$ cat src/srs_pkg.sv
// ----------------------------------------------------------------------------
// srs_pkg - shared types for the slot readiness scoreboard
// Event kind codes and the state snapshot carried from scoreboard to output.
// ----------------------------------------------------------------------------
package srs_pkg;

   localparam int unsigned MASK_W  = 32;
   localparam int unsigned COUNT_W = 32;
   localparam int unsigned SLOT_W  = 8;
   localparam int unsigned KIND_W  = 4;

   typedef enum logic [KIND_W-1:0] {
      KIND_READY       = 4'd0,
      KIND_SUBMITTED   = 4'd1,
      KIND_PROMOTED    = 4'd2,
      KIND_COMPLETE    = 4'd3,
      KIND_CONSUMED    = 4'd4,
      KIND_PREPARED    = 4'd5,
      KIND_FAILED      = 4'd6,
      KIND_INVALIDATED = 4'd7,
      KIND_CLEANUP     = 4'd8
   } kind_code_type;

   typedef enum logic {
      REQ_EVENT    = 1'b0,
      REQ_BOUNDARY = 1'b1
   } req_code_type;

   typedef struct packed {
      logic [MASK_W-1:0]  dirty;
      logic [MASK_W-1:0]  ready;
      logic [MASK_W-1:0]  failed;
      logic [MASK_W-1:0]  invalidated;
      logic [MASK_W-1:0]  attention;
      logic [COUNT_W-1:0] spill;
      logic [COUNT_W-1:0] duplicate;
      logic [COUNT_W-1:0] generation;
   } snapshot_type;

endpackage

$ cat src/slot_readiness_scoreboard.sv
// ----------------------------------------------------------------------------
// slot_readiness_scoreboard - per-slot status masks and event counters
// The snapshot of a transfer is registered in the result register, or in the skid entry while that is stalled.
// Throughput: one request per cycle while req_stall is low; the next state is combinational from the state register.
// A result register and one skid entry decouple the two sides.
// Reset (synchronous): all masks and counters zero, no result pending.
// ----------------------------------------------------------------------------
module slot_readiness_scoreboard #(
   parameter int unsigned NUM_SLOTS = 32
) (
   input  logic                         clock,
   input  logic                         reset,
   // request channel
   input  logic                         req_valid,
   output logic                         req_stall,
   input  logic                         req_type,
   input  logic                         req_from_slot_source,
   input  logic [srs_pkg::KIND_W-1:0]   req_kind,
   input  logic [srs_pkg::SLOT_W-1:0]   req_slot_number,
   // response channel
   output logic                         rsp_valid,
   input  logic                         rsp_stall,
   output logic [srs_pkg::MASK_W-1:0]   rsp_dirty_mask,
   output logic [srs_pkg::MASK_W-1:0]   rsp_ready_mask,
   output logic [srs_pkg::MASK_W-1:0]   rsp_failed_mask,
   output logic [srs_pkg::MASK_W-1:0]   rsp_invalidated_mask,
   output logic [srs_pkg::MASK_W-1:0]   rsp_attention_mask,
   output logic [srs_pkg::COUNT_W-1:0]  rsp_spill_count,
   output logic [srs_pkg::COUNT_W-1:0]  rsp_duplicate_ready_count,
   output logic [srs_pkg::COUNT_W-1:0]  rsp_clear_epoch
);
   import srs_pkg::*;

   snapshot_type state_ff, state_in;
   snapshot_type rsp_data;
   logic         buf_full;
   logic         req_xfer;

   // Accept a request whenever the skid entry is free; the result register
   // may still hold an earlier snapshot waiting on rsp_stall.
   assign req_stall = buf_full;
   assign req_xfer  = req_valid & ~buf_full;

   // Next state for the presented request; commit only on a transfer.
   srs_event_logic #(
      .NUM_SLOTS (NUM_SLOTS)
   ) u_event_logic (
      .req_type         (req_type),
      .from_slot_source (req_from_slot_source),
      .kind             (req_kind),
      .slot_number      (req_slot_number),
      .state_cur        (state_ff),
      .state_nxt        (state_in)
   );

   // Scoreboard state: advance on every request transfer.
   always_ff @(posedge clock) begin
      if (reset) begin
         state_ff <= '0;
      end else if (req_xfer) begin
         state_ff <= state_in;
      end
   end

   // The post-update snapshot goes straight into the result buffer, so the
   // response matches the state right after its own request.
   srs_result_buffer u_result_buffer (
      .clock      (clock),
      .reset      (reset),
      .load_valid (req_xfer),
      .load_data  (state_in),
      .full       (buf_full),
      .out_valid  (rsp_valid),
      .out_stall  (rsp_stall),
      .out_data   (rsp_data)
   );

   assign rsp_dirty_mask            = rsp_data.dirty;
   assign rsp_ready_mask            = rsp_data.ready;
   assign rsp_failed_mask           = rsp_data.failed;
   assign rsp_invalidated_mask      = rsp_data.invalidated;
   assign rsp_attention_mask        = rsp_data.attention;
   assign rsp_spill_count           = rsp_data.spill;
   assign rsp_duplicate_ready_count = rsp_data.duplicate;
   assign rsp_clear_epoch           = rsp_data.generation;

endmodule

$ cat src/srs_event_logic.sv
// ----------------------------------------------------------------------------
// srs_event_logic - next-state logic of the scoreboard
// Applies one slot event or boundary clear to the current state.
// ----------------------------------------------------------------------------
module srs_event_logic #(
   parameter int unsigned NUM_SLOTS = 32
) (
   input  logic                        req_type,
   input  logic                        from_slot_source,
   input  logic [srs_pkg::KIND_W-1:0]  kind,
   input  logic [srs_pkg::SLOT_W-1:0]  slot_number,
   input  srs_pkg::snapshot_type       state_cur,
   output srs_pkg::snapshot_type       state_nxt
);
   import srs_pkg::*;

   logic [MASK_W-1:0] hit;
   logic              in_range;
   logic [MASK_W-1:0] ready_clr;

   // one-hot decode, limited to the implemented slots
   always_comb begin
      hit = '0;
      for (int i = 0; i < NUM_SLOTS; i++) begin
         hit[i] = (slot_number == SLOT_W'(i));
      end
   end

   assign in_range  = (slot_number < SLOT_W'(NUM_SLOTS));
   assign ready_clr = state_cur.ready & ~hit;

   always_comb begin
      state_nxt = state_cur;
      if (req_code_type'(req_type) == REQ_BOUNDARY) begin
         state_nxt.generation  = state_cur.generation + COUNT_W'(1);
         state_nxt.dirty       = '0;
         state_nxt.ready       = '0;
         state_nxt.failed      = '0;
         state_nxt.invalidated = '0;
         state_nxt.attention   = '0;
      end else if (from_slot_source) begin
         if (!in_range) begin
            state_nxt.spill = state_cur.spill + COUNT_W'(1);
         end else begin
            state_nxt.dirty = state_cur.dirty | hit;
            unique case (kind_code_type'(kind))
               KIND_READY: begin
                  if ((state_cur.ready & hit) != '0) begin
                     state_nxt.duplicate = state_cur.duplicate + COUNT_W'(1);
                  end
                  state_nxt.ready     = state_cur.ready | hit;
                  state_nxt.attention = state_cur.attention | hit;
               end
               KIND_SUBMITTED, KIND_PROMOTED, KIND_COMPLETE,
               KIND_CONSUMED, KIND_PREPARED: begin
                  state_nxt.ready     = ready_clr;
                  state_nxt.attention = ready_clr | state_cur.failed
                                      | state_cur.invalidated;
               end
               KIND_FAILED: begin
                  state_nxt.ready     = ready_clr;
                  state_nxt.failed    = state_cur.failed | hit;
                  state_nxt.attention = state_cur.attention | hit;
               end
               KIND_INVALIDATED: begin
                  state_nxt.ready       = ready_clr;
                  state_nxt.invalidated = state_cur.invalidated | hit;
                  state_nxt.attention   = state_cur.attention | hit;
               end
               KIND_CLEANUP: begin
                  state_nxt.ready       = ready_clr;
                  state_nxt.failed      = state_cur.failed & ~hit;
                  state_nxt.invalidated = state_cur.invalidated & ~hit;
                  state_nxt.attention   = ready_clr
                                        | (state_cur.failed & ~hit)
                                        | (state_cur.invalidated & ~hit);
               end
               default: begin
                  // unassigned kinds only mark the slot dirty
               end
            endcase
         end
      end
   end

endmodule

$ cat src/srs_result_buffer.sv
// ----------------------------------------------------------------------------
// srs_result_buffer - result register with one skid entry
// Holds snapshots in order while the result side stalls.
// ----------------------------------------------------------------------------
module srs_result_buffer (
   input  logic                  clock,
   input  logic                  reset,
   input  logic                  load_valid,
   input  srs_pkg::snapshot_type load_data,
   output logic                  full,
   output logic                  out_valid,
   input  logic                  out_stall,
   output srs_pkg::snapshot_type out_data
);
   import srs_pkg::*;

   logic         out_valid_ff, out_valid_in;
   snapshot_type out_data_ff,  out_data_in;
   logic         skid_valid_ff, skid_valid_in;
   snapshot_type skid_data_ff,  skid_data_in;
   logic         take;

   assign take = out_valid_ff & ~out_stall;

   always_comb begin
      out_valid_in  = out_valid_ff;
      out_data_in   = out_data_ff;
      skid_valid_in = skid_valid_ff;
      skid_data_in  = skid_data_ff;
      if (skid_valid_ff) begin
         // no load while the skid is occupied
         if (take) begin
            out_data_in   = skid_data_ff;
            skid_valid_in = 1'b0;
         end
      end else if (load_valid) begin
         if (!out_valid_ff || take) begin
            out_valid_in = 1'b1;
            out_data_in  = load_data;
         end else begin
            skid_valid_in = 1'b1;
            skid_data_in  = load_data;
         end
      end else if (take) begin
         out_valid_in = 1'b0;
      end
   end

   always_ff @(posedge clock) begin
      if (reset) begin
         out_valid_ff  <= 1'b0;
         skid_valid_ff <= 1'b0;
      end else begin
         out_valid_ff  <= out_valid_in;
         skid_valid_ff <= skid_valid_in;
      end
      out_data_ff  <= out_data_in;
      skid_data_ff <= skid_data_in;
   end

   assign full      = skid_valid_ff;
   assign out_valid = out_valid_ff;
   assign out_data  = out_data_ff;

endmodule

$ cat config.mk
export PLATFORM = sky130hd
export DESIGN_NAME = slot_readiness_scoreboard
export DESIGN_NICKNAME = d
export VERILOG_FILES = /design/src/srs_pkg.sv /design/src/slot_readiness_scoreboard.sv /design/src/srs_event_logic.sv /design/src/srs_result_buffer.sv
export SDC_FILE = /design/constraint.sdc
export NUM_CORES = 1
export LEC_CHECK = 0
export ABC_AREA = 1
export BUFFER_PORTS_ARGS = -buffer_cell sky130_fd_sc_hd__buf_2
export CAP_MARGIN = 5
export CORE_MARGIN = 2
export CORE_UTILIZATION = 48
export DETAILED_ROUTE_END_ITERATION = 10
export PLACE_DENSITY = 0.79
export SLEW_MARGIN = 20
export SYNTH_ARGS = -nofsm -noshare
export SYNTH_HDL_FRONTEND = slang
export SYNTH_HIERARCHICAL = 1
export SYNTH_SLANG_ARGS = --single-unit
$ cat constraint.sdc
create_clock -name clock -period 14.1 [get_ports clock]
set_input_delay 1.41 -clock clock [delete_from_list [all_inputs] [get_ports clock]]
set_output_delay 1.41 -clock clock [all_outputs]
set_load 0.01 [all_outputs]
==> summary.txt <==
Clock network
  • H-Tree Depth: 3
  • # hold bufs at CTS: 0
  • CTS sink cnt: 770
  • TritonCTS buffer count: 80
  • TritonCTS clock tree: yes
  • CTS root buffer: clkbuf_16
  • CTS resizes: 0
  • Clock Latency Late Sink: around 0.63 ns
  • Clock buffer depth: 3
  • Setup Buffers After CTS: 0
  • Clock slew at reported path FFs: around 0.05 ns

Floorplanning
  • Die area: between 70,000 and 80,000 um2
  • Die width: 281 um
  • Row cnt: 101
  • Die H: 281 um
  • Starting density of the core: 0.485
  • Core Area: 75,900 um2
  • # IOs: 276

Yosys
  • Synth area leaders: edfxtp_1, nand2_1, dfxtp_1
  • Main synth FF type: edfxtp_1
  • Sequential share of the synthesized area: 0.558
  • Yosys synthesis warning count: 6
  • Yosys top cell area share: 0.417
  • Synth cell types: 38
  • Mapped Cells: about 4,600
  • Async S/R FF share, synth: 0
  • Synthesized flop and latch total: 770
  • EDFF count, synth: ~510
  • Mean post-synth cell area: 8.10 um2
  • Post-synth top area cell: edfxtp_1
  • Syn Nets: 4,571
  • Post-Syn Area: 36,800 um2

Worst setup path
  • Setup crit start kind: input pin
  • Crit path kind: in2reg
  • Crit end category: register
  • Required time of the worst setup path: 14.32 ns
  • CP arrival: between 5 and 6 ns
  • CP max FO: 157

STA
  • Final setup fails: 0
  • Worst rel slew slack: 0.244
  • Final Hold Vio Count: 0
  • Setup TNS: 0 ns
  • RSZ-0062 raised after global routing: false
  • Max-slew violations: 0
  • Final worst-path cycle share: 0.347
  • Fmax: 204 MHz
  • Clock skew: 0.0222 ns
  • WHS: 0.483 ns
  • Worst-Margin Slew: 1.13 ns
  • Final min period: 4.89 ns

Power and ir drop
  • Total power: roughly 5.3 mW
  • Sw Ratio: 0.252
  • Gate power share: 0.104
  • NetSw: 1.34 mW
  • P_leak: 18.1 nW
  • Cell-internal power: 3.98 mW
  • Peak VDD IR: 0.0000896 V
  • Flop pwr share: 0.497
  • Clock group share of total power: 0.399
  • Power Density: between 100 and 150 nW/um2

Global routing
  • Total gr overflow: 0
  • Largest net degree at the start of global routing: ~190
  • GR Util All Layers: 0.241
  • Vias in the first global route: between 20,000 and 30,000
  • First-pass GRT wire length: 151,000 um
  • Initial antenna violation count: 6

Routing
  • Vias: just over 30,000
  • Detailed Route Iter0 Violations: 3,235
  • WL per Instance: 16.8 um
  • Via/cell ratio: approximately 5.2
  • Routed Antenna Nets: 0
  • # DRC: 0
  • Pre-antenna DRT Iters: 6
  • Routed WL: 97,300 um

Placed design
  • IO buf count: 275
  • Placed Area: 38,300 um2
  • GPL Wtd Cong: around 0.93
  • HPWL Detailed: between 60,000 and 70,000 um

Cells and area
  • Layout Utilization: 0.539
  • Share of cells above drive strength 1: 0.0967
  • Design area: 40,900 um2
  • Area Overhead vs Synth: 11.1%
  • Post-layout nets: approximately 4,700

Worst hold path
  • Worst min-delay path class: reg2reg

Run status
  • Status: finished, final reports clean

Run
  • Max_cap viols: 0
## path summary, 6_finish.rpt
path	endpoint	cells past startpoint	from	slack, ns
worst min register to register	state_ff[248]	2	state_ff[248]	0.48
worst min-delay path	state_ff[248]	2	state_ff[248]	0.48
worst max-delay path	u_result_buffer/out_data[227]	7	req_valid	9.21
worst max register to register	u_result_buffer/out_data[227]	5	u_result_buffer/full	9.48
## area by class of cell
cell class | instances | area [um2]
Clock inverter | 46 | 439
Clock buffer | 100 | 2180
Sequential cell | 770 | 20500
Tap cell | 1030 | 1290
Multi-Input combinational cell | 3052 | 13000
Fill cell | 6803 | 35000
Timing Repair Buffer | 298 | 1580
Antenna cell | 4 | 10.0
Inverter | 489 | 1870
## stage by stage
stage          setup WS (ns)  cells
2_1_floorplan           4.22   4550
3_3_place_gp            8.61   5639
3_5_place_dp            8.50   5639
4_1_cts                 9.15   5785
5_1_grt                 8.89   5785
6_report                9.21   5789
## layout by cell type (no fill, tap or decap), types with 3 or more instances in the layout
cell type   count
nand2_1      1519
nor2_1        742
edfxtp_1      512
inv_1         475
nand3_1       354
buf_2         273
dfxtp_1       257
o21ai_0       146
clkbuf_16      83
a21oi_1        76
xor2_1         44
a31oi_1        35
nor3_1         27
buf_4          22
o221ai_1       19
clkinv_1       18
nand4_1        17
xnor2_1        17
clkbuf_1       13
clkinv_2       12
nor2_2         11
o22ai_1         9
inv_2           8
nor2_4          8
bufinv_16       8
inv_6           6
nor4_1          6
clkbuf_8        5
nand2_2         5
diode_2         4
clkinvlp_4      3
a211o_1         3
ha_1            3
## kinds of logic after synthesis
family                     synth area share
buffers and inverters                0.0904
adders and majority gates           0.00102
AOI/OAI and AO/OA                    0.0431
xor gates and xnor gates             0.0145
and+or+nand+nor                       0.293
DFF                                   0.558
## registers in the layout, summed over array words and instances (netlist names)
name                          cells
u_result_buffer/out_valid         1
u_result_buffer/full              1
u_result_buffer/out_data        256
u_result_buffer/skid_data_ff    256
state_ff                        256
## per-layer routing
metal / wire length, um / GRT usage / up-vias
met4: 3980 / 0.105 / 0
met5: 0 / 0 / -
met1: 39700 / 0.318 / 14026
li1: - / - / 14693
met2: 45600 / 0.391 / 1277
met3: 7980 / 0.0406 / 215
## cells in the mapped netlist (9+ instances only)
cell type  number
nand2_1      1520
nor2_1        744
edfxtp_1      512
inv_1         477
nand3_1       354
dfxtp_1       258
o21ai_0       146
a21oi_1        78
buf_2          78
buf_4          50
clkbuf_1       50
xor2_1         44
buf_6          36
a31oi_1        35
nor3_1         27
o221ai_1       19
nand4_1        17
xnor2_1        17
buf_1          16
nor2_2         11
clkbuf_4        9
inv_2           9
o22ai_1         9
## power groups by stage
stage	Clock (mW)	Combinational, mW	Sequential (mW)
2_1_floorplan	0	0.344	2.73
3_3_place_gp	0	0.534	2.69
3_5_place_dp	0	0.549	2.69
4_1_cts	2.17	0.552	2.65
5_1_grt	2.25	0.617	2.66
6_report	2.12	0.553	2.65
## worst max-delay path, stage by stage
cell and delay (ns):
clkbuf_8 0.63, inv_2 0.09, nor2_4 0.35, nand2_1 0.18, a21oi_4 0.68, buf_12 0.62
buf_4 0.88
(Power assumes the default switching activity.)
